$ cat src/hdl/phrm_pkg.sv
// Shared types and constants for the peak/hold/RMS level meter.
`default_nettype none
package phrm_pkg;

    // Configuration register widths and indexes
    localparam int HOLD_W  = 20;
    localparam int DECAY_W = 24;
    localparam int WIN_W   = 20;
    localparam int CFG_IDX_W  = 2;
    localparam int CFG_DATA_W = 24;

    localparam logic [CFG_IDX_W-1:0] CFG_HOLD_LENGTH  = 2'd0;
    localparam logic [CFG_IDX_W-1:0] CFG_DECAY_FACTOR = 2'd1;
    localparam logic [CFG_IDX_W-1:0] CFG_RMS_WINDOW   = 2'd2;

    localparam logic [HOLD_W-1:0]  HOLD_LENGTH_RST  = 20'd48000;
    localparam logic [DECAY_W-1:0] DECAY_FACTOR_RST = 24'd16776411;
    localparam logic [WIN_W-1:0]   RMS_WINDOW_RST   = 20'd19200;

    // Level and accumulator widths
    localparam int LEVEL_W = 16;
    localparam int SUM_W   = 51;
    localparam int COUNT_W = 21;
    localparam int Q24_W   = 25;
    localparam logic [Q24_W-1:0] ONE_Q24 = 25'h100_0000;

    // Square root / divider step counter
    localparam int STEP_W = 6;
    localparam logic [STEP_W-1:0] DIV_STEPS  = 6'd51;
    localparam logic [STEP_W-1:0] SQRT_STEPS = 6'd26;

    // Control part of one queued request
    typedef struct packed {
        logic valid;
        logic clear;
        logic last;
    } phrm_item_ctl_t;

    // Back end sequencer
    typedef enum logic [4:0] {
        ST_IDLE = 5'b00001,
        ST_HELD = 5'b00010,
        ST_RUN  = 5'b00100,
        ST_RMS  = 5'b01000,
        ST_EMIT = 5'b10000
    } phrm_state_t;

    // Divide / square root unit
    typedef enum logic [2:0] {
        RS_IDLE = 3'b001,
        RS_DIV  = 3'b010,
        RS_SQRT = 3'b100
    } phrm_rs_state_t;

endpackage
`default_nettype wire

$ cat src/hdl/phrm_rms.sv
// Iterative unit: bit-serial divide of the square sum by the count, then integer square root.
`default_nettype none
module phrm_rms (
    input  wire logic                           clk,
    input  wire logic                           rst_n,
    input  wire logic                           start,
    input  wire logic [phrm_pkg::SUM_W-1:0]     sum,
    input  wire logic [phrm_pkg::COUNT_W-1:0]   count,
    output logic                                done,
    output logic [phrm_pkg::LEVEL_W-1:0]        root
);
    import phrm_pkg::*;

    phrm_rs_state_t    state_reg, state_next;
    logic [STEP_W-1:0] step_reg, step_next;
    logic [SUM_W-1:0]  num_reg, num_next;
    logic [COUNT_W:0]  rem_reg, rem_next;
    logic [COUNT_W-1:0] den_reg, den_next;
    logic [SUM_W-1:0]  quo_reg, quo_next;
    logic [SUM_W-1:0]  res_reg, res_next;
    logic [SUM_W-1:0]  bit_reg, bit_next;
    logic              zero_reg, zero_next;
    logic              done_reg, done_next;

    logic [COUNT_W:0]  trial;
    logic [SUM_W-1:0]  cand;

    always_comb
    begin
        state_next = state_reg;
        step_next  = step_reg;
        num_next   = num_reg;
        rem_next   = rem_reg;
        den_next   = den_reg;
        quo_next   = quo_reg;
        res_next   = res_reg;
        bit_next   = bit_reg;
        zero_next  = zero_reg;
        done_next  = 1'b0;
        trial      = {rem_reg[COUNT_W-1:0], num_reg[SUM_W-1]};
        cand       = res_reg + bit_reg;
        case (state_reg)
            RS_IDLE:
            begin
                if (start)
                begin
                    num_next   = sum;
                    den_next   = count;
                    rem_next   = '0;
                    quo_next   = '0;
                    zero_next  = (count == '0);
                    step_next  = DIV_STEPS;
                    state_next = RS_DIV;
                end
            end
            RS_DIV:
            begin
                // One quotient bit per cycle, restoring
                num_next = {num_reg[SUM_W-2:0], 1'b0};
                if (trial >= {1'b0, den_reg})
                begin
                    rem_next = trial - {1'b0, den_reg};
                    quo_next = {quo_reg[SUM_W-2:0], 1'b1};
                end
                else
                begin
                    rem_next = trial;
                    quo_next = {quo_reg[SUM_W-2:0], 1'b0};
                end
                step_next = step_reg - STEP_W'(1);
                if (step_reg == STEP_W'(1))
                begin
                    res_next   = '0;
                    bit_next   = SUM_W'(1) << (SUM_W - 1);
                    step_next  = SQRT_STEPS;
                    state_next = RS_SQRT;
                end
            end
            RS_SQRT:
            begin
                // One root bit per cycle
                if (quo_reg >= cand)
                begin
                    quo_next = quo_reg - cand;
                    res_next = (res_reg >> 1) + bit_reg;
                end
                else
                begin
                    res_next = res_reg >> 1;
                end
                bit_next  = bit_reg >> 2;
                step_next = step_reg - STEP_W'(1);
                if (step_reg == STEP_W'(1))
                begin
                    done_next  = 1'b1;
                    state_next = RS_IDLE;
                end
            end
            default:
            begin
                state_next = RS_IDLE;
            end
        endcase
    end

    always_ff @(posedge clk or negedge rst_n)
    begin
        if (!rst_n)
        begin
            state_reg <= RS_IDLE;
            done_reg  <= 1'b0;
            step_reg  <= '0;
        end
        else
        begin
            state_reg <= state_next;
            done_reg  <= done_next;
            step_reg  <= step_next;
        end
    end

    always_ff @(posedge clk)
    begin
        num_reg  <= num_next;
        rem_reg  <= rem_next;
        den_reg  <= den_next;
        quo_reg  <= quo_next;
        res_reg  <= res_next;
        bit_reg  <= bit_next;
        zero_reg <= zero_next;
    end

    assign done = done_reg;
    assign root = zero_reg ? '0 : res_reg[LEVEL_W-1:0];

endmodule
`default_nettype wire

$ cat src/hdl/phrm_back.sv
// Back end: per-sample accumulation, block end rules and the result register.
`default_nettype none
module phrm_back #(
    parameter int MAX_BLOCK   = 4096,
    parameter int SAMPLE_BITS = 16
) (
    input  wire logic                           clk,
    input  wire logic                           rst_n,
    input  wire phrm_pkg::phrm_item_ctl_t       item_ctl,
    input  wire logic [SAMPLE_BITS-1:0]         item_mag,
    input  wire logic [2*SAMPLE_BITS-2:0]       item_sq,
    output logic                                item_pop,
    input  wire logic [phrm_pkg::HOLD_W-1:0]    hold_length,
    input  wire logic [phrm_pkg::DECAY_W-1:0]   decay_factor,
    input  wire logic [phrm_pkg::WIN_W-1:0]     rms_window,
    output logic                                empty,
    input  wire logic                           pop,
    output logic [phrm_pkg::LEVEL_W-1:0]        peak_level,
    output logic [phrm_pkg::LEVEL_W-1:0]        held_level,
    output logic [phrm_pkg::LEVEL_W-1:0]        rms_level,
    output logic                                rms_fresh
);
    import phrm_pkg::*;

    localparam int MAG_W = SAMPLE_BITS;
    localparam int SQ_W  = 2 * SAMPLE_BITS - 1;
    localparam int LEN_W = $clog2(MAX_BLOCK + 1);
    localparam logic [LEN_W-1:0] LEN_END = LEN_W'(MAX_BLOCK);

    phrm_state_t        state_reg, state_next;
    logic [MAG_W-1:0]   block_max_reg, block_max_next;
    logic [Q24_W-1:0]   block_decay_reg, block_decay_next;
    logic [LEN_W-1:0]   len_reg, len_next;
    logic [SUM_W-1:0]   sum_reg, sum_next;
    logic [COUNT_W-1:0] count_reg, count_next;
    logic [MAG_W-1:0]   running_reg, running_next;
    logic [MAG_W-1:0]   held_reg, held_next;
    logic [HOLD_W-1:0]  hold_rem_reg, hold_rem_next;
    logic [LEVEL_W-1:0] rms_reg, rms_next;
    logic               fresh_reg, fresh_next;

    logic               out_valid_reg, out_valid_next;
    logic [LEVEL_W-1:0] out_peak_reg, out_peak_next;
    logic [LEVEL_W-1:0] out_held_reg, out_held_next;
    logic [LEVEL_W-1:0] out_rms_reg, out_rms_next;
    logic               out_fresh_reg, out_fresh_next;

    logic                         rms_start, rms_done;
    logic [LEVEL_W-1:0]           rms_root;
    logic [Q24_W+DECAY_W-1:0]     bdecay_prod;
    logic [MAG_W+DECAY_W-1:0]     held_prod;
    logic [MAG_W+Q24_W-1:0]       run_prod;
    logic [SUM_W:0]               sum_add;
    logic [LEN_W-1:0]             len_inc;
    logic [HOLD_W-1:0]            len_ext;
    logic                         out_free;

    phrm_rms u_rms (
        .clk   (clk),
        .rst_n (rst_n),
        .start (rms_start),
        .sum   (sum_reg),
        .count (count_reg),
        .done  (rms_done),
        .root  (rms_root)
    );

    always_comb
    begin
        bdecay_prod = (Q24_W+DECAY_W)'(block_decay_reg) * (Q24_W+DECAY_W)'(decay_factor);
        held_prod   = (MAG_W+DECAY_W)'(held_reg) * (MAG_W+DECAY_W)'(decay_factor);
        run_prod    = (MAG_W+Q24_W)'(running_reg) * (MAG_W+Q24_W)'(block_decay_reg);
        sum_add     = {1'b0, sum_reg} + (SUM_W+1)'(item_sq);
        len_inc     = len_reg + LEN_W'(1);
        len_ext     = HOLD_W'(len_reg);
        out_free    = !out_valid_reg || pop;
    end

    always_comb
    begin
        state_next       = state_reg;
        block_max_next   = block_max_reg;
        block_decay_next = block_decay_reg;
        len_next         = len_reg;
        sum_next         = sum_reg;
        count_next       = count_reg;
        running_next     = running_reg;
        held_next        = held_reg;
        hold_rem_next    = hold_rem_reg;
        rms_next         = rms_reg;
        fresh_next       = fresh_reg;
        out_valid_next   = out_valid_reg && !pop;
        out_peak_next    = out_peak_reg;
        out_held_next    = out_held_reg;
        out_rms_next     = out_rms_reg;
        out_fresh_next   = out_fresh_reg;
        item_pop         = 1'b0;
        rms_start        = 1'b0;
        case (state_reg)
            ST_IDLE:
            begin
                if (item_ctl.valid)
                begin
                    item_pop = 1'b1;
                    if (item_ctl.clear)
                    begin
                        // Drop all meter state
                        block_max_next   = '0;
                        block_decay_next = ONE_Q24;
                        len_next         = '0;
                        sum_next         = '0;
                        count_next       = '0;
                        running_next     = '0;
                        held_next        = '0;
                        hold_rem_next    = '0;
                        rms_next         = '0;
                        fresh_next       = 1'b0;
                    end
                    else
                    begin
                        // Accumulate one sample
                        if (item_mag > block_max_reg)
                            block_max_next = item_mag;
                        block_decay_next = bdecay_prod[Q24_W+DECAY_W-1:DECAY_W];
                        sum_next = sum_add[SUM_W] ? '1 : sum_add[SUM_W-1:0];
                        if (count_reg != '1)
                            count_next = count_reg + COUNT_W'(1);
                        len_next = len_inc;
                        if (item_ctl.last || len_inc == LEN_END)
                            state_next = ST_HELD;
                    end
                end
            end
            ST_HELD:
            begin
                // Held peak: capture, count the hold down, or decay
                if (block_max_reg >= held_reg)
                begin
                    held_next     = block_max_reg;
                    hold_rem_next = hold_length;
                end
                else if (hold_rem_reg != '0)
                begin
                    hold_rem_next = (hold_rem_reg > len_ext) ? hold_rem_reg - len_ext : '0;
                end
                else
                begin
                    held_next = held_prod[MAG_W+DECAY_W-1:DECAY_W];
                end
                state_next = ST_RUN;
            end
            ST_RUN:
            begin
                // Running peak: capture or decay over the block
                if (block_max_reg > running_reg)
                    running_next = block_max_reg;
                else
                    running_next = run_prod[MAG_W+DECAY_W-1:DECAY_W];
                if (count_reg >= COUNT_W'(rms_window))
                begin
                    rms_start  = 1'b1;
                    state_next = ST_RMS;
                end
                else
                begin
                    state_next = ST_EMIT;
                end
            end
            ST_RMS:
            begin
                if (rms_done)
                begin
                    rms_next   = rms_root;
                    sum_next   = '0;
                    count_next = '0;
                    fresh_next = 1'b1;
                    state_next = ST_EMIT;
                end
            end
            ST_EMIT:
            begin
                // Hand the result to the output register and restart the block
                if (out_free)
                begin
                    out_valid_next   = 1'b1;
                    out_peak_next    = LEVEL_W'(running_reg);
                    out_held_next    = LEVEL_W'(held_reg);
                    out_rms_next     = rms_reg;
                    out_fresh_next   = fresh_reg;
                    block_max_next   = '0;
                    block_decay_next = ONE_Q24;
                    len_next         = '0;
                    fresh_next       = 1'b0;
                    state_next       = ST_IDLE;
                end
            end
            default:
            begin
                state_next = ST_IDLE;
            end
        endcase
    end

    always_ff @(posedge clk or negedge rst_n)
    begin
        if (!rst_n)
        begin
            state_reg       <= ST_IDLE;
            block_max_reg   <= '0;
            block_decay_reg <= ONE_Q24;
            len_reg         <= '0;
            sum_reg         <= '0;
            count_reg       <= '0;
            running_reg     <= '0;
            held_reg        <= '0;
            hold_rem_reg    <= '0;
            rms_reg         <= '0;
            fresh_reg       <= 1'b0;
            out_valid_reg   <= 1'b0;
        end
        else
        begin
            state_reg       <= state_next;
            block_max_reg   <= block_max_next;
            block_decay_reg <= block_decay_next;
            len_reg         <= len_next;
            sum_reg         <= sum_next;
            count_reg       <= count_next;
            running_reg     <= running_next;
            held_reg        <= held_next;
            hold_rem_reg    <= hold_rem_next;
            rms_reg         <= rms_next;
            fresh_reg       <= fresh_next;
            out_valid_reg   <= out_valid_next;
        end
    end

    always_ff @(posedge clk)
    begin
        out_peak_reg  <= out_peak_next;
        out_held_reg  <= out_held_next;
        out_rms_reg   <= out_rms_next;
        out_fresh_reg <= out_fresh_next;
    end

    assign empty      = !out_valid_reg;
    assign peak_level = out_peak_reg;
    assign held_level = out_held_reg;
    assign rms_level  = out_rms_reg;
    assign rms_fresh  = out_fresh_reg;

endmodule
`default_nettype wire

$ cat config.mk
export PLATFORM = sky130hd
export DESIGN_NAME = phrm_back
export DESIGN_NICKNAME = d
export VERILOG_FILES = /design/src/hdl/phrm_pkg.sv /design/src/hdl/phrm_rms.sv /design/src/hdl/phrm_back.sv
export SDC_FILE = /design/constraint.sdc
export NUM_CORES = 2
export LEC_CHECK = 0
export BUFFER_PORTS_ARGS = -buffer_cell sky130_fd_sc_hd__buf_2
export CORE_ASPECT_RATIO = 2
export CORE_UTILIZATION = 25
export DETAILED_ROUTE_END_ITERATION = 8
export SYNTH_ARGS = -nofsm -noshare
export SYNTH_HDL_FRONTEND = slang
export SYNTH_SLANG_ARGS = --single-unit
$ cat constraint.sdc
create_clock -name clk -period 12.4 [get_ports clk]
set_clock_uncertainty 0.2 [all_clocks]
set_input_delay 0 -clock clk [delete_from_list [all_inputs] [get_ports clk]]
set_output_delay 0 -clock clk [all_outputs]
set_load 0.01 [all_outputs]
[Word-level counts from Yosys, hierarchy flattened]
Index checks and enable logic that the tools add are counted.
Operators by class
  $mul: 3
  reduce and logical (&&, ||, !) cells: 32
  magnitude comparators: 7
  muxes and demuxes: 80
  eq/ne operators: 25
  add/sub/neg operators: 9
Operators by type and width (number)
  two-way mux 51 bit: 10
  case mux 51 bit (2 select lines): 4
  two-way mux 16 bit: 11
  case mux 51 bit (3 select lines): 1
  case mux 16 bit (2 select lines): 4
  two-way mux 21 bit: 6
  two-way mux 20 bit: 5
  case mux 21 bit (2 select lines): 2
  two-way mux 25 bit: 3
  adder 51 x 31 -> 52 bit: 1
  adder 50 x 51 -> 51 bit: 1
  adder 51 bit: 1
  greater-or-equal comparator 51 bit: 1
  subtractor 51 bit: 1
  case mux 25 bit (2 select lines): 1
  multiplier 25 x 24 -> 49 bit: 1
  multiplier 16 x 24 -> 40 bit: 1
  multiplier 16 x 25 -> 40 bit: 1
  case mux 20 bit (2 select lines): 1
  two-way mux 13 bit: 3
  greater-than comparator 16 bit: 2
  two-way mux 5 bit: 6
  case mux 13 bit (2 select lines): 1
  case mux 5 bit (5 select lines): 1
  40 further kinds: 87
Storage, ports and cells
  flip-flop bits (word level): 507
  output and inout port bits: 51
  logic and storage cells: 182
  input port bits: 117

[Longest topological paths before layout]
  depth after elaboration: 7
  gate-level depth with buffers: 27
  gate-level depth less buffers: 26

[Modules after synthesis]
From an unflattened synthesis, not the netlist that was laid out.
Unflattened totals
  cells, all modules: 8261
  area, all modules: 73748.2 um^2
Modules (own cells, without submodules)
  phrm_back: cells each 6400, sequential area each 6503.7 um^2, area each 56884.6 um^2, instances 1
  phrm_rms: cells each 1861, sequential area each 6917.9 um^2, area each 16863.7 um^2, instances 1

[Worst setup path before layout]
OpenSTA, ideal clock, no wires.
  path type: register to register
  start: register u_rms.res_reg[2]
  end: register u_rms.quo_reg[0], enable pin
  setup slack: 4407 ps
  setup time: 482 ps
  arrival time: 7311 ps
  clock period less this slack: 7993 ps
  stages on the path, launching flop included: 25
  buffers on the path: 3
  required time: 11718 ps
  path through: edfxtp_1 > ha_1 > a31oi_1 > a211oi_1 > a41o_1 > or2_2 > a21oi_1 > o21bai_1 > a31oi_1 > nor2_1 > nor2_1 > xor2_1 > ha_1 > nand2_1 > nor4_1 > and2_1 > nor2b_1 > a31oi_1 > nand3_2 > a31oi_4 > o41a_1 > buf_6 > buf_6 > buf_4 > a22oi_1
Between the ends
  word-level cells in the longest chain between the ends: 4
RTL lines
  start, declared: line phrm_rms.sv:20  | logic [SUM_W-1:0] res_reg, res_next;
  start signal, assigned: line phrm_rms.sv:128  | res_reg <= res_next;
  adder 51 bit: line phrm_rms.sv:41  | cand = res_reg + bit_reg;
  greater-or-equal comparator 51 bit: line phrm_rms.sv:82  | if (quo_reg >= cand)
  inequality test 2 x 1 -> 1 bit (no line)
  AND reduction 3 bit (no line)
  end signal, assigned: line phrm_rms.sv:127  | quo_reg <= quo_next;
  end, declared: line phrm_rms.sv:19  | logic [SUM_W-1:0] quo_reg, quo_next;
No other way between the ends.
A chain may end at the register's enable or synchronous reset.

[Worst setup path in the final report]
  start: register block_decay_reg[17]
  end: register block_decay_reg[23]
Between the ends
  word-level cells in the longest chain between the ends: 4
RTL lines
  start, declared: line phrm_back.sv:32  | logic [Q24_W-1:0] block_decay_reg, block_decay_next;
  start signal, assigned: line phrm_back.sv:225  | block_decay_reg <= block_decay_next;
  multiplier 25 x 24 -> 49 bit: line phrm_back.sv:70  | bdecay_prod = (Q24_W+DECAY_W)'(block_decay_reg) * (Q24_W+DECAY_W)'(decay_factor);
  two-way mux 25 bit: line phrm_back.sv:105  | if (item_ctl.clear)
  two-way mux 25 bit: line phrm_back.sv:102  | if (item_ctl.valid)
  case mux 25 bit (2 select lines): line phrm_back.sv:99  | case (state_reg)
No other way between the ends. The select of a mux whose other input is x is not followed.

==> impl_metrics.toml <==
[outcome]
outcome = "completed"

[synth]
synth-edff-count = 271
async_flop_share = 0.438
yosysWarningCount = 0
synth_area_um2 = 73200
synth.net_count = 10042
synth_cells = 8168
synth.distinct_cells = 86
ys_ff_latch = 482
avgSynthCellArea_um2 = 8.96
synth_top_flop_cell = "edfxtp_1"
ys_seq_area_frac = 0.183

[sta]
timing.final.crit_share = 0.693
worstMarginPinSlew_ns = 1.20
maxSlewHeadroom = 0.197
hold_ws_ns = 0.0400
setup_tns_ns = 0
final_max_slew_viol_count = 0
max_freq_ghz = 0.116
setup_viol = 0
period_minus_slack_ns = 8.60
rsz0062_at_grt = "false"
finalWorstSetupSlack_ns = 3.80
hold_viol = 0

[drt]
wl_per_cell_um = 19.0
drtAntennaViolNets = 0
vias = 57935
drc_errors = 0
drtIter0Drc = 2944
viasPerCell = 4.79
drt_first_pass_iters = 6
finalWirelength_um = 230000

[floorplanning]
initial_core_util = 0.252
die_area_um2 = 295000
num_rows = 280
die_x_um = 385
coreArea_um2 = 291000
floorplan.io_pins = 168
die_y_um = 767

[global_routing]
grt_max_degree = 74
antenna_found_initial = 29
grt_pass1_vias = 63040
use_met2 = 0.303
grt_use_met1 = 0.155
overflow = 0
grt_util_met3 = 0.0204
track_usage = 0.157
grt_pass1_wl_um = 357000
grt-busiest-layer = "met2"

[finish]
fin_area_um2 = 81400
drive_above_1_share = 0.0543
nets = 10095
layout_commonest_cell = "inv_1"
syn_to_final_growth_pct = 11.2
layoutNonFillerInstCount = 12086
final_cell_mix = "1385 x inv_1, 1372 x nand2_1, 1130 x fa_1, 627 x ha_1, 551 x and2_1"

[clock_network]
htreeDepth = 2
clock_latency_ns = 0.70
post_cts_resized = 0
cts_tree = "yes"
hold_buffers = 117
clockBufferDepth = 3
clk_pin_slew_ns = 0.06
cts_root_buf = "clkbuf_16"
postCtsSetupRepairBufs = 0
clock-sinks = 482
numCtsBuffers = 56

[place]
dp_hpwl_um = 175000
pre_cts_ws_ns = 3.96
dp.cells = 11853
portBuffers = 167
gp_congestion = 0.877
dpl_cell_area_um2 = 78200

[worst_setup_path]
crit_arrival_ns = 8.95
worst_setup_path_start_kind = "register"
cp-end-kind = "register"
path_max_fanout = 25
path_class = "register to register"
required_ns = 12.75

[power]
vdd_drop_max_v = 0.000104
p_leak_uw = 0.0372
p_per_area_nw_per_um2 = 50.1
clock_power_share = 0.465
p_sw_frac = 0.282
seqPwrFrac = 0.412
p_int_uw = 2930
p_switching_uw = 1150
p_comb_frac = 0.123

[run]
cap_violations = 0

[hold_path]
hp-class = "input port to register"
path summary, 6_finish.rpt:
kind                                          start                   to  slack, ns  cells after the start
worst min-delay path                 rms_window[17]         state_reg[3]       0.04                      8
worst max register to register  block_decay_reg[17]  block_decay_reg[23]       3.80                     24
worst max-delay path            block_decay_reg[17]  block_decay_reg[23]       3.80                     24
max in group asynchronous                     rst_n          sum_reg[23]       9.95                      5
min in group asynchronous                     rst_n          rms_reg[13]       0.23                      4
worst min register to register           rms_reg[8]         rms_level[8]       0.25                      0
cell families (layout without fill, tap and decap cells):
group,count (synthesis),after routing,share of synthesized area
simple gates,2647,2647,0.169
buf+inv,1793,1893,0.0924
fa+ha+maj,1757,1757,0.416
compound gates,1223,1223,0.106
flops,482,482,0.183
xor+xnor,243,243,0.0291
mux,23,23,0.00318
other cells,0,11,0
final cells by class:
cell class | instances | area (µm²)
Fill cell | 31149 | 209000
Multi-Input combinational cell | 5893 | 53100
Sequential cell | 482 | 13400
Inverter | 1386 | 5200
Tap cell | 3807 | 4760
Timing Repair Buffer | 402 | 2910
Clock buffer | 69 | 1590
Clock inverter | 36 | 444
Antenna cell | 11 | 27.5
synthesized netlist by cell type, types with 48 or more instances:
| cell type | n | area (µm²) |
|---|---|---|
| nand3_1 | 95 | 475 |
| a31oi_1 | 77 | 482 |
| nor3_1 | 60 | 300 |
| nor2b_1 | 48 | 300 |
| and3_1 | 54 | 338 |
| a21oi_1 | 288 | 1440 |
| and2_1 | 551 | 3450 |
| nand4_1 | 55 | 344 |
| a21o_1 | 116 | 871 |
| fa_1 | 1130 | 22600 |
| inv_1 | 1385 | 5200 |
| xor2_1 | 111 | 972 |
| ha_1 | 627 | 7850 |
| nand2_1 | 1374 | 5160 |
| edfxtp_1 | 271 | 8140 |
| clkbuf_1 | 392 | 1470 |
| dfrtp_1 | 208 | 5200 |
| xnor2_1 | 132 | 1160 |
| a211oi_1 | 56 | 420 |
| o21ai_0 | 339 | 1700 |
| nor2_1 | 258 | 968 |
layer usage:
metal,part of all wire,vias up
li1,-,26169
met1,0.34,29412
met2,0.55,1588
met3,0.045,732
met4,0.069,34
met5,0.00097,-
power groups by stage:
stage                     sequential, µW  combinational [µW]  clock (µW)
after floorplan                     1710                 279           0
after global placement              1710                 463           0
after detailed placement            1710                 469           0
after CTS                           1680                 506        1950
after global routing                1680                 560        1990
final                               1680                 504        1900
per-stage QoR:
step                      power (µW)  utilization
after floorplan                 1990            -
after global placement          2180        0.269
after detailed placement        2180        0.269
after CTS                       4140        0.280
after global routing            4230        0.280
final                           4080        0.280
critical path: stages (launching register included):
cell and delay, ns:
dfrtp_1 0.76, buf_4 0.49, and2_1 0.22, fa_1 0.42, fa_1 0.55, inv_1 0.06, fa_1 0.49, fa_1 0.51
inv_1 0.06, fa_1 0.49, fa_1 0.49, inv_1 0.05, fa_1 0.47, inv_1 0.04, ha_1 0.32, a21oi_1 0.21
o211ai_1 0.14, a221oi_1 0.72, o22ai_1 0.28, nand3b_1 0.33, a31oi_1 0.46, o21ai_0 0.23, a21oi_1 0.23, xor2_1 0.15
o21ai_0 0.08
Power figures use the tool's default switching activity.
