**src/hdl/phrm_pkg.sv**
```systemverilog
// Shared types and constants for the peak/hold/RMS level meter.
`default_nettype none
package phrm_pkg;

    // Configuration register widths and indexes
    localparam int HOLD_W  = 20;
    localparam int DECAY_W = 24;
    localparam int WIN_W   = 20;
    localparam int CFG_IDX_W  = 2;
    localparam int CFG_DATA_W = 24;

    localparam logic [CFG_IDX_W-1:0] CFG_HOLD_LENGTH  = 2'd0;
    localparam logic [CFG_IDX_W-1:0] CFG_DECAY_FACTOR = 2'd1;
    localparam logic [CFG_IDX_W-1:0] CFG_RMS_WINDOW   = 2'd2;

    localparam logic [HOLD_W-1:0]  HOLD_LENGTH_RST  = 20'd48000;
    localparam logic [DECAY_W-1:0] DECAY_FACTOR_RST = 24'd16776411;
    localparam logic [WIN_W-1:0]   RMS_WINDOW_RST   = 20'd19200;

    // Level and accumulator widths
    localparam int LEVEL_W = 16;
    localparam int SUM_W   = 51;
    localparam int COUNT_W = 21;
    localparam int Q24_W   = 25;
    localparam logic [Q24_W-1:0] ONE_Q24 = 25'h100_0000;

    // Square root / divider step counter
    localparam int STEP_W = 6;
    localparam logic [STEP_W-1:0] DIV_STEPS  = 6'd51;
    localparam logic [STEP_W-1:0] SQRT_STEPS = 6'd26;

    // Control part of one queued request
    typedef struct packed {
        logic valid;
        logic clear;
        logic last;
    } phrm_item_ctl_t;

    // Back end sequencer
    typedef enum logic [4:0] {
        ST_IDLE = 5'b00001,
        ST_HELD = 5'b00010,
        ST_RUN  = 5'b00100,
        ST_RMS  = 5'b01000,
        ST_EMIT = 5'b10000
    } phrm_state_t;

    // Divide / square root unit
    typedef enum logic [2:0] {
        RS_IDLE = 3'b001,
        RS_DIV  = 3'b010,
        RS_SQRT = 3'b100
    } phrm_rs_state_t;

endpackage
`default_nettype wire

```
**src/hdl/phrm_front.sv**
```systemverilog
// Front end: two-entry request queue that classifies requests and squares magnitudes.
`default_nettype none
module phrm_front #(
    parameter int SAMPLE_BITS = 16
) (
    input  wire logic                       clk,
    input  wire logic                       rst_n,
    input  wire logic                       push,
    output logic                            full,
    input  wire logic                       action,
    input  wire logic [SAMPLE_BITS-1:0]     sample,
    input  wire logic                       last_in_block,
    output phrm_pkg::phrm_item_ctl_t        item_ctl,
    output logic [SAMPLE_BITS-1:0]          item_mag,
    output logic [2*SAMPLE_BITS-2:0]        item_sq,
    input  wire logic                       item_pop
);
    import phrm_pkg::*;

    localparam int MAG_W = SAMPLE_BITS;
    localparam int SQ_W  = 2 * SAMPLE_BITS - 1;

    logic [1:0]       count_reg, count_next;
    logic             wr_ptr_reg, rd_ptr_reg;
    logic [1:0]       clear_q, last_q;
    logic [MAG_W-1:0] mag_q [2];
    logic [SQ_W-1:0]  sq_q [2];

    logic                 do_push, do_pop;
    logic [MAG_W-1:0]     mag;
    logic [2*MAG_W-1:0]   sq_full;

    // Magnitude of the two's complement sample; the most negative code maps to 2^(N-1)
    always_comb
    begin
        if (sample[MAG_W-1])
            mag = MAG_W'(~sample) + MAG_W'(1);
        else
            mag = sample;
        sq_full = (2*MAG_W)'(mag) * (2*MAG_W)'(mag);
    end

    assign full     = (count_reg == 2'd2);
    assign do_push  = push && !full;
    assign do_pop   = item_pop && (count_reg != 2'd0);

    assign item_ctl.valid = (count_reg != 2'd0);
    assign item_ctl.clear = clear_q[rd_ptr_reg];
    assign item_ctl.last  = last_q[rd_ptr_reg];
    assign item_mag       = mag_q[rd_ptr_reg];
    assign item_sq        = sq_q[rd_ptr_reg];

    always_comb
    begin
        count_next = count_reg;
        if (do_push && !do_pop)
            count_next = count_reg + 2'd1;
        else if (do_pop && !do_push)
            count_next = count_reg - 2'd1;
    end

    // Advance queue pointers
    always_ff @(posedge clk or negedge rst_n)
    begin
        if (!rst_n)
        begin
            count_reg  <= 2'd0;
            wr_ptr_reg <= 1'b0;
            rd_ptr_reg <= 1'b0;
        end
        else
        begin
            count_reg <= count_next;
            if (do_push)
                wr_ptr_reg <= !wr_ptr_reg;
            if (do_pop)
                rd_ptr_reg <= !rd_ptr_reg;
        end
    end

    // Store the classified request
    always_ff @(posedge clk)
    begin
        if (do_push)
        begin
            clear_q[wr_ptr_reg] <= action;
            last_q[wr_ptr_reg]  <= last_in_block;
            mag_q[wr_ptr_reg]   <= mag;
            sq_q[wr_ptr_reg]    <= sq_full[SQ_W-1:0];
        end
    end

endmodule
`default_nettype wire

```
**config.mk**
```make
export PLATFORM = sky130hd
export DESIGN_NAME = phrm_front
export DESIGN_NICKNAME = d
export VERILOG_FILES = /design/src/hdl/phrm_pkg.sv /design/src/hdl/phrm_front.sv
export SDC_FILE = /design/constraint.sdc
export NUM_CORES = 1
export LEC_CHECK = 0
export BUFFER_PORTS_ARGS = -buffer_cell sky130_fd_sc_hd__buf_2
export CORE_MARGIN = 2
export CORE_UTILIZATION = 57
export CTS_CLUSTER_SIZE = 25
export DETAILED_ROUTE_END_ITERATION = 10
export PLACE_DENSITY = 0.76
export SLEW_MARGIN = 20
export SYNTH_ARGS = -nofsm -noshare
export SYNTH_HDL_FRONTEND = slang
export SYNTH_SLANG_ARGS = --single-unit
```
**constraint.sdc**
```tcl
create_clock -name clk -period 7.99 [get_ports clk]
set_input_delay 0.799 -clock clk [delete_from_list [all_inputs] [get_ports clk]]
set_output_delay 0.799 -clock clk [all_outputs]
set_load 0.01 [all_outputs]
```
# [After elaboration in Yosys (flattened, before gate mapping)]
# Memory sizes are Yosys's and may differ from the RTL's.
# Index checks and enable logic that the tools add are counted.
# Widths: inputs -> output; s select.
[op_classes] addsub=3 n_mul=1 n_lt_le_gt_ge=3 n_eq_ne=1 mux=13 bitwise=1 reduce_logical=12
[ops] operator="$mul 16x16->31" n=1
[ops] operator="$add 16x1->16 const B" n=1
[ops] operator="$mux 16" n=1
[ops] operator="$not 16->16" n=1
[ops] operator="$mux 1" n=7
[ops] operator="$logic_and 1x1->1" n=5
[ops] operator="$logic_not 1->1" n=5
[ops] operator="$bwmux 2" n=2
[ops] operator="$lt 1x2->1 const B" n=2
[ops] operator="$mux 2" n=2
[ops] operator="$reduce_bool 2->1" n=2
[ops] operator="$add 2x1->2 const B" n=1
[ops] operator="$eq 2x2->1 const B" n=1
[ops] operator="$sub 2x1->2 const B" n=1
[ops] operator="$demux 1 s1" n=1
[ops] operator="$ge 1x1->1 const B" n=1
[totals] register_bits=8 mem_bits_rw=94 input_bits=22 output_inout_bits=51 word_cells=41 memories=2
[mem_list] memory="sq_q" depth=2 word_bits=31 rd=1 rd_clocked_by_memory_dff=0 wr=1 line="phrm_front.sv:27" source="logic [SQ_W-1:0] sq_q [2];"
[mem_list] memory="mag_q" depth=2 word_bits=16 rd=1 rd_clocked_by_memory_dff=0 wr=1 line="phrm_front.sv:26" source="logic [MAG_W-1:0] mag_q [2];"

# [Depth between registers and ports, before layout]
# Gate-level depths: netlist (run 1).
[logic_depth] word_depth=7 ltp_mapped=30 ltp_nobuf=29

# [Worst setup path after synthesis (run 1)]
# No wires, ideal clock.
[synth_timing] path_type="input to register" from="input sample[0]" to="memory sq_q[0][30] (netlist bit) (data pin)" setup_time_ns=0.197 t_arrival_ns=7.560 required_time_ns=7.793 slack_ns=0.233 cell_stages=27 path_buffers=1 path_cell_list="inv_1 -> clkbuf_1 -> ha_1 -> nand4_1 -> or2_1 -> o21ai_0 -> xor2_1 -> inv_2 -> nand2_1 -> fa_1 -> fa_1 -> inv_1 -> fa_1 -> fa_1 -> fa_1 -> inv_1 -> fa_1 -> inv_1 -> ha_1 -> and4_1 -> and2_2 -> and3_1 -> a31oi_1 -> a22o_2 -> o21ai_2 -> or4_1 -> o311ai_1"
[synth_via] elab_chain_cells=4
[synth_rtl] item="start: declaration" line="phrm_front.sv:11" source="input wire logic [SAMPLE_BITS-1:0] sample,"
[synth_rtl] item="$not 16->16" line="phrm_front.sv:37" source="mag = MAG_W'(~sample) + MAG_W'(1);"
[synth_rtl] item="$add 16x1->16" line="phrm_front.sv:37"
[synth_rtl] item="$mux 16" line="phrm_front.sv:36" source="if (sample[MAG_W-1])"
[synth_rtl] item="net mag[12]" line="phrm_front.sv:30" source="logic [MAG_W-1:0] mag;"
[synth_rtl] item="$mul 16x16->31" line="phrm_front.sv:40" source="sq_full = (2*MAG_W)'(mag) * (2*MAG_W)'(mag);"
[synth_rtl] item="net sq_full[30]" line="phrm_front.sv:31" source="logic [2*MAG_W-1:0] sq_full;"
[synth_rtl] item="end: declaration" line="phrm_front.sv:27"
# The timed path passes the listed nets, and every way through them passes these cells.

# [Final worst setup path (run 1)]
[layout_timing] from="input sample[9]" to="memory sq_q[0][30] (netlist bit) (data pin)"
[layout_via] elab_chain_cells=4
[layout_rtl] item="$not 16->16" line="phrm_front.sv:37"
[layout_rtl] item="$add 16x1->16" line="phrm_front.sv:37"
[layout_rtl] item="$mux 16 *" line="phrm_front.sv:36"
[layout_rtl] item="$mul 16x16->31 *" line="phrm_front.sv:40"
[layout_rtl] item="net sq_full[30]" line="phrm_front.sv:31"
# The timed path passes the listed nets; every way through them passes the cells marked *.

==> flow_summary.yaml, run 1 <==
drt:
  drt_iter0_markers: 339
  routedWlPerCell_um: 16.7
  ant_nets: 0
  via_count: 7312
  drtPass1Iterations: 5
  drc: 0
  vias_per_cell: 5.32
  wl_mm: 23.0
synth:
  synth_area_sq_mm: 0.0109
  synthTopCellsByArea: "fa_1 (30%), edfxtp_1 (26%), ha_1 (11%), inv_1 (8.5%), mux2_2 (4.8%)"
  yosysWarnings: 0
  ys_seq_elements: 98
  avgSynthCellArea_sq_um: 10.7
  yosys.area.top_type_share_pct: 30.0
  seq_area_frac_synth_pct: 26.7
  ys_async_sr_fraction_pct: 4.08
  ys_types: 66
  synthFlopType: "edfxtp_1"
  synth_edf_count: 94
  synth_top_area_cell: "fa_1"
  synthCells: 1027
die:
  pin_count: 73
  die_x_um: 143
  start_util_pct: 58.3
  core_sq_mm: 0.0188
  fp.dieH_um: 143
  die_area_sq_mm: 0.0203
  row_count: 50
finish:
  layout_common_cells: "inv_1 (247), fa_1 (164), ha_1 (95), edfxtp_1 (94), nand2_1 (83)"
  multi_input_area_sq_mm: 0.00702
  layout-drive-gt1-share_pct: 18.1
  nNetsFinal: 1416
  fillCellCount: 1459
  area_growth_pct: 11.1
  final_common_cell: "inv_1"
  largest_register: "sq_q"
  top_regs: "sq_q x58, mag_q x32"
  largest_reg_flops: 58
  seqCellArea_sq_mm: 0.00293
  fin_util_pct: 64.8
  n_antenna_cell: 0
worst_setup_path:
  crit_end: "sq_q[0][30]$_DFFE_PP_"
  cpPeakStageDelay_ns: 0.55
  cpMostUsedCell: "fa_1"
  crit_type: "in2reg"
  critPathLaunch: "sample[9]"
  cp-start-kind: "input port"
  regToRegSetupSlack_ns: 6.00
  path_max_fanout: 8
  worstPathRequired_ns: 8.14
  arrival_ns: 7.70
  critPathCaptureType: "register"
  r2r_cells: 4
  cp_slowest_cell: "fa_1"
  reg2reg_from: "count_reg[0]$_DFFE_PN0P_"
  worstReg2RegEnd: "sq_q[0][6]$_DFFE_PP_"
timing:
  final_hold_viol_count: 0
  clock_skew_ns: 0.0129
  setup_violations: 0
  fmax_mhz: 132
  finalCriticalPeriod_ns: 7.55
  setup_slack_ns: 0.438
  tightest_slew_ns: 0.665
  slew_headroom_pct: 55.7
  fin_crit_sh_pct: 94.5
  slew_viol_final: 0
  final.setup.tns_ns: 0
  rsz0062_at_grt: "no"
place:
  io_buffers: 71
  dp_hpwl_mm: 19.0
  finalWeightedCongestion: 0.904
  post-place-ws_ns: 0.0287
grt:
  grt_usage_pct: 24.7
  grt_max_degree: 49
  antenna_found_initial: 0
  grt_pass1_vias: 7907
  grt.overflow.total: 0
  grt_pass1_wl_mm: 38.5
flow_run:
  drv_cap: 0
outcome:
  outcome: "complete, no violations"
cts:
  ctsHoldBuffers: 0
  cts_setup_buffers: 0
  cts_made_buffers: 9
  clockBufferDepth: 2
  worstSkewPairLatency_ns: 0.35
  clk_pin_slew_ns: 0.08
  htreeDepth: 3
  cts_sinks: 98
  cts_tree: "done"
  clockRootBuffer: "clkbuf_16"
  cts-resized-gates: 0
min_path:
  hold_path_class: "in2async"
-- per-layer routing --
metal / global-route usage (%) / vias up / part of all wire, %
met4: 8.49 / 0 / 3.1
met3: 4.54 / 47 / 5.1
li1: - / 3436 / -
met5: 0 / - / 0
met2: 44.0 / 192 / 51
met1: 30.4 / 3637 / 41
-- metrics by stage --
stage	hold slack, ns	area (sq um)	instances
finish	0.234	12200	1374
global route	0.232	12200	1374
CTS	0.231	12100	1374
detailed placement	0.482	11800	1358
global placement	0.475	11800	1358
floorplan	0.457	11000	1037
-- Yosys cell counts, types with 2 or more instances --
cell	count
edfxtp_1	94
a211oi_1	5
nor3_1	5
or3_4	2
nor2_1	69
and3_1	5
buf_2	2
and2_1	3
a21oi_2	2
o21a_1	4
inv_1	247
nand3_1	11
nor2b_1	2
xor2_1	15
mux2_2	47
a21o_1	10
or2_2	2
inv_2	6
dfrtp_1	4
a21oi_1	27
xnor2_1	28
nand2_1	83
o21ai_0	17
buf_4	2
o21bai_1	6
ha_1	95
nand2_2	5
o31ai_1	2
a211o_1	2
clkinv_1	4
fa_1	164
clkbuf_1	15
o31a_1	3
a31oi_1	2
conb_1	2
nand2b_1	5
-- critical path: cells and delay by family --
family                   cells  cell delay, ns
AND/OR/NAND/NOR              5            1.59
adder cells (fa/ha/maj)      7            3.04
AO/OA/AOI/OAI                7            1.30
XOR/XNOR                     1            0.16
buffers and inverters        7            0.80
-- worst min-delay path by stage --
stage | from | to | slack [ns] | cells past startpoint
2_1_floorplan | count_reg[1]$_DFFE_PN0P_ | count_reg[1]$_DFFE_PN0P_ | 0.46 | 1
3_3_place_gp | count_reg[1]$_DFFE_PN0P_ | count_reg[1]$_DFFE_PN0P_ | 0.47 | 1
3_5_place_dp | count_reg[1]$_DFFE_PN0P_ | count_reg[1]$_DFFE_PN0P_ | 0.48 | 1
4_1_cts | rst_n | wr_ptr_reg$_DFFE_PN0P_ | 0.23 | 1
5_1_grt | rst_n | count_reg[1]$_DFFE_PN0P_ | 0.23 | 1
6_report | rst_n | count_reg[1]$_DFFE_PN0P_ | 0.23 | 1
-- logic make-up (layout without fill, tap and decap cells) --
| logic type | count (synthesis) | count (layout) | synth area share [%] |
|---|---|---|---|
| buffers and inverters | 279 | 382 | 9.74 |
| adders and majority gates | 259 | 259 | 40.9 |
| and+or+nand+nor | 205 | 205 | 8.49 |
| DFF | 98 | 98 | 26.7 |
| AOI/OAI and AO/OA | 92 | 92 | 5.53 |
| muxes | 48 | 48 | 4.93 |
| xor gates and xnor gates | 44 | 44 | 3.69 |
| other | 2 | 12 | 0.0686 |
-- layout make-up --
class	instances	share of cell area [%]
multi-input combinational	660	57.7
tap	234	2.41
clock inverter	7	0.772
timing repair buffer	109	5.27
sequential	98	24.1
inverter	257	7.93
clock buffer	9	1.85
Power of run 1 is not shown: default switching activity piles up to over one toggle a cycle in this logic, so the estimate is an artifact.
==> run 2: changes to the inputs <==
--- a/config.mk
+++ b/config.mk
@@ -6,5 +6,5 @@
 export NUM_CORES = 1
 export LEC_CHECK = 0
-export BUFFER_PORTS_ARGS = -buffer_cell sky130_fd_sc_hd__buf_2
+export BUFFER_PORTS_ARGS = -buffer_cell sky130_fd_sc_hd__buf_4
 export CORE_MARGIN = 2
 export CORE_UTILIZATION = 57
==> constraint.sdc (replaced) <==
create_clock -name clk -period 7.99 [get_ports clk]
set_input_delay 0.799 -clock clk [delete_from_list [all_inputs] [get_ports clk]]
set_output_delay 0.799 -clock clk [all_outputs]
set_load 0.1 [all_outputs]
==> run 2 against run 1 <==
  * Maximum frequency is 1.0% lower
  * First-iteration DRC count is 1.2% higher
  * Register-to-register slack worse by 0.13 ns
  * Design area is 1.1% higher
  * Count of clock-buffer cells in the layout is 1 higher
  * Via count is 0.41% higher
  * Global-route usage is 0.26 points higher
  * Die area stayed put
  * Routed wire length is 1.5% higher
  * Cell count is 0.22% lower
  * Critical endpoint unchanged
  * Highest routed layer unchanged
==> flow_summary.yaml, run 2 (synthesized netlist as in run 1, its figures left out) <==
drt:
  wl_mm: 23.3
  routedWlPerCell_um: 17.0
  drc: 0
  top_layer: "met4"
  met1_length_mm: 9.27
  drtPass1Iterations: 5
  routed-wl-met2_mm: 12.1
  vias_per_cell: 5.36
  met3_length_mm: 1.33
  via_count: 7342
  drt_iter0_markers: 343
  ant_nets: 0
timing:
  tightest_slew_ns: 0.689
  clock_skew_ns: 0.0109
  finalCriticalPeriod_ns: 7.63
  rsz0062_at_grt: "no"
  final_hold_viol_count: 0
  slew_viol_final: 0
  setup_slack_ns: 0.362
  slew_headroom_pct: 54.1
  fin_crit_sh_pct: 95.5
  setup_violations: 0
  fmax_mhz: 131
outcome:
  outcome: "complete, no violations"
finish:
  layout-drive-gt1-share_pct: 17.9
  largest_reg_flops: 58
  nNetsFinal: 1413
  n_antenna_cell: 0
  stdcell_count: 1371
  top_regs: "sq_q x58, mag_q x32"
  area_growth_pct: 12.4
  largest_register: "sq_q"
  final_common_cell: "inv_1"
  layout_common_cells: "inv_1 (247), fa_1 (164), buf_4 (106), ha_1 (95), edfxtp_1 (94)"
  fin_util_pct: 65.5
cts:
  cts_setup_buffers: 0
  clk_pin_slew_ns: 0.08
  cts_sinks: 98
  cts-resized-gates: 0
  clockRootBuffer: "clkbuf_16"
  cts_tree: "done"
  worstSkewPairLatency_ns: 0.36
  ctsHoldBuffers: 0
  htreeDepth: 3
  cts_made_buffers: 9
  clockBufferDepth: 2
worst_setup_path:
  cp-start-kind: "input port"
  reg2reg_from: "count_reg[0]$_DFFE_PN0P_"
  worstPathRequired_ns: 8.14
  arrival_ns: 7.78
  path_max_fanout: 6
  critPathCaptureType: "register"
  crit_type: "in2reg"
  critPathLaunch: "sample[9]"
place:
  dp_hpwl_mm: 19.2
  placed_cells: 1355
  post-place-ws_ns: -0.00246
  io_buffers: 71
  finalWeightedCongestion: 0.890
die:
  core_sq_mm: 0.0188
  fp.dieH_um: 143
  row_count: 50
  start_util_pct: 58.3
  die_area_sq_mm: 0.0203
  pin_count: 73
  die_x_um: 143
grt:
  grt_usage_pct: 25.0
  grt.overflow.total: 0
  antenna_found_initial: 0
  grt_pass1_wl_mm: 38.8
  grt_pass1_vias: 8012
  grt_max_degree: 49
flow_run:
  drv_cap: 0
min_path:
  hold_path_class: "in2async"
run 2: cell types whose count changed in the layout (fill, tap and decap cells not counted):
cell,change
buf_4,+68
bufinv_16,-1
buf_2,-71
clkbuf_8,+1
xnor2_2,+1
inv_8,-1
clkinv_4,+1
xnor2_1,-1
a31oi_1,+1
a31oi_2,-1
run 2: worst max-delay path: stages:
cell and delay [ns]:
buf_4 0.13, or3_4 0.41, or3_4 0.39, o31a_1 0.31
xnor2_4 0.17, inv_2 0.14, nand2_2 0.10, fa_1 0.51
fa_1 0.56, inv_1 0.06, fa_1 0.48, fa_1 0.51
fa_1 0.50, inv_1 0.06, fa_1 0.48, inv_1 0.04
ha_1 0.31, and4_1 0.24, and2_2 0.20, and3_1 0.16
a31oi_1 0.28, a22o_2 0.25, o21ai_2 0.07, or4_1 0.49
o311ai_1 0.12
run 2: per-stage QoR:
step / hold slack [ns] / area (sq um) / setup TNS [ns]
6_report: 0.218 / 12300 / 0
2_1_floorplan: 0.457 / 11000 / 0
3_3_place_gp: 0.474 / 12000 / 0
3_5_place_dp: 0.483 / 12000 / -0.00490
4_1_cts: 0.215 / 12300 / 0
5_1_grt: 0.212 / 12300 / 0
run 2: final timing paths:
| check | endpoint | slack, ns | depth (start not counted) |
|---|---|---|---|
| worst max-delay path | sq_q[0][30]$_DFFE_PP_ | 0.36 | 25 |
| worst min-delay path | count_reg[1]$_DFFE_PN0P_ | 0.22 | 1 |
| worst max register to register | mag_q[0][4]$_DFFE_PP_ | 5.87 | 4 |
| worst min register to register | count_reg[1]$_DFFE_PN0P_ | 0.49 | 1 |
| max in group asynchronous | rd_ptr_reg$_DFFE_PN0P_ | 7.66 | 1 |
| min in group clk | count_reg[1]$_DFFE_PN0P_ | 0.49 | 1 |
run 2: area by class of cell:
cell class	count	area, sq um
Clock inverter	6	61.3
Inverter	257	965
Clock buffer	10	239
Sequential cell	98	2930
Tap cell	234	293
Timing Repair Buffer	106	796
Fill cell	1470	6470
Multi-Input combinational cell	660	7020
run 2: metal layers:
layer | vias to the layer above | GRT usage [%]
li1 | 3420 | -
met1 | 3683 | 29.9
met2 | 192 | 45.3
met3 | 47 | 5.08
met4 | 0 | 7.97
met5 | - | 0
Power of run 2 is left out for the same reason.
==> run 3: changes to the inputs <==
- CORE_ASPECT_RATIO: default -> 1.4
- CTS_BUF_LIST: default -> sky130_fd_sc_hd__clkbuf_16
- CTS_CLUSTER_DIAMETER: default -> 40
==> run 3 against run 2 <==
  * Sequential share of layout area shrank 0.082 points
  * Clock skew is 0.0032 ns lower
  * Via count grew 1.9%
  * Design area rose by 0.35%
  * Worst setup slack better by 0.024 ns
==> flow_summary.yaml, run 3 (synthesized netlist as in run 1, its figures left out) <==
timing:
  final_hold_viol_count: 0
  slew_viol_final: 0
  rsz0062_at_grt: "no"
  tightest_slew_ns: 0.764
  fmax_mhz: 132
  fin_crit_sh_pct: 95.2
  setup_violations: 0
  clock_skew_ns: 0.00770
  setup_slack_ns: 0.386
  finalCriticalPeriod_ns: 7.60
  slew_headroom_pct: 48.8
worst_setup_path:
  cpPeakStageDelay_ns: 0.54
  cpMostUsedCell: "fa_1"
  critPathCaptureType: "register"
  cp-start-kind: "input port"
  arrival_ns: 7.76
  cp_slowest_cell: "fa_1"
  crit_type: "in2reg"
  path_max_fanout: 7
  worstPathRequired_ns: 8.14
cts:
  cts_made_buffers: 9
  clk_pin_slew_ns: 0.07
  htreeDepth: 3
  clockRootBuffer: "clkbuf_16"
  worstSkewPairLatency_ns: 0.35
  clockBufferDepth: 2
  cts_sinks: 98
  cts_tree: "done"
drt:
  drtPass1Iterations: 5
  drc: 0
  vias_per_cell: 5.40
  drt_iter0_markers: 451
  routedWlPerCell_um: 18.0
  via_count: 7481
  ant_nets: 0
  wl_mm: 24.9
finish:
  layout_common_cells: "inv_1 (247), fa_1 (164), buf_4 (105), ha_1 (95), edfxtp_1 (94)"
  area_growth_pct: 12.7
  nNetsFinal: 1414
  top_regs: "sq_q x58, mag_q x32"
  largest_reg_flops: 58
  final_common_cell: "inv_1"
  largest_register: "sq_q"
  final_cell_area_sq_mm: 0.0123
  layout-drive-gt1-share_pct: 17.9
  fillCellCount: 1494
  n_antenna_cell: 0
grt:
  grt_max_degree: 49
  antenna_found_initial: 0
  grt_pass1_wl_mm: 40.9
  grt_usage_pct: 26.5
  grt_pass1_vias: 8433
  grt.overflow.total: 0
min_path:
  hold_path_class: "in2async"
die:
  die_x_um: 121
  pin_count: 73
  core_sq_mm: 0.0190
  fp.dieH_um: 168
  row_count: 60
  start_util_pct: 57.6
  die_area_sq_mm: 0.0203
place:
  placed_area_sq_mm: 0.0120
  post-place-ws_ns: -0.107
  finalWeightedCongestion: 0.955
  io_buffers: 71
  dp_hpwl_mm: 20.2
outcome:
  outcome: "complete, no violations"
flow_run:
  drv_cap: 0
==> run 3: metrics by stage <==
step	TNS, ns	hold WS, ns	std cells	utilization, %
3_3_place_gp	0	0.473	1370	63.3
5_1_grt	0	0.218	1386	65.0
3_5_place_dp	-0.343	0.481	1370	63.4
4_1_cts	0	0.220	1386	64.9
6_report	0	0.229	1386	65.0
2_1_floorplan	0	0.457	1037	-
==> run 3: path summary, 6_finish.rpt <==
| check | start | to | slack, ns | cells after the start |
|---|---|---|---|---|
| min in group clk | count_reg[1]$_DFFE_PN0P_ | count_reg[1]$_DFFE_PN0P_ | 0.49 | 1 |
| min reg2reg | count_reg[1]$_DFFE_PN0P_ | count_reg[1]$_DFFE_PN0P_ | 0.49 | 1 |
| max in group asynchronous | rst_n | rd_ptr_reg$_DFFE_PN0P_ | 7.65 | 1 |
| max reg2reg | count_reg[0]$_DFFE_PN0P_ | sq_q[0][4]$_DFFE_PP_ | 6.18 | 4 |
| min | rst_n | rd_ptr_reg$_DFFE_PN0P_ | 0.23 | 1 |
| max | sample[9] | sq_q[0][30]$_DFFE_PP_ | 0.39 | 25 |
==> run 3: layout make-up <==
type,instances,area (sq um),share of cell area [%]
sequential,98,2930,23.7
timing repair buffer,107,828,6.71
inverter,257,965,7.82
multi-input combinational,660,7030,56.9
clock inverter,7,60.1,0.487
clock buffer,9,225,1.82
tap,248,310,2.51
==> run 3: timing repair <==
action | CTS | global route
endpoints found under the hold margin | 0 | 0
buffers inserted | 0 | 0
setup endpoints to repair | 0 | 4
resized for setup | 0 | 3
hold buffers | 0 | 0
==> run 3: layer usage <==
layer / up-vias / global-route usage, % / wire (um)
met4: 0 / 14.6 / 1390
met5: - / 0 / 0
met1: 3714 / 27.6 / 8550
li1: 3420 / - / -
met3: 94 / 3.93 / 1170
met2: 253 / 49.8 / 13800
==> run 3: critical path, delay by kind of cell <==
family          cells  cell delay (ns)
fa+ha+maj           7             3.33
simple gates        5             1.57
compound gates      7             1.45
buf+inv             5             0.42
xor+xnor            1             0.18
Power of run 3 is left out for the same reason.
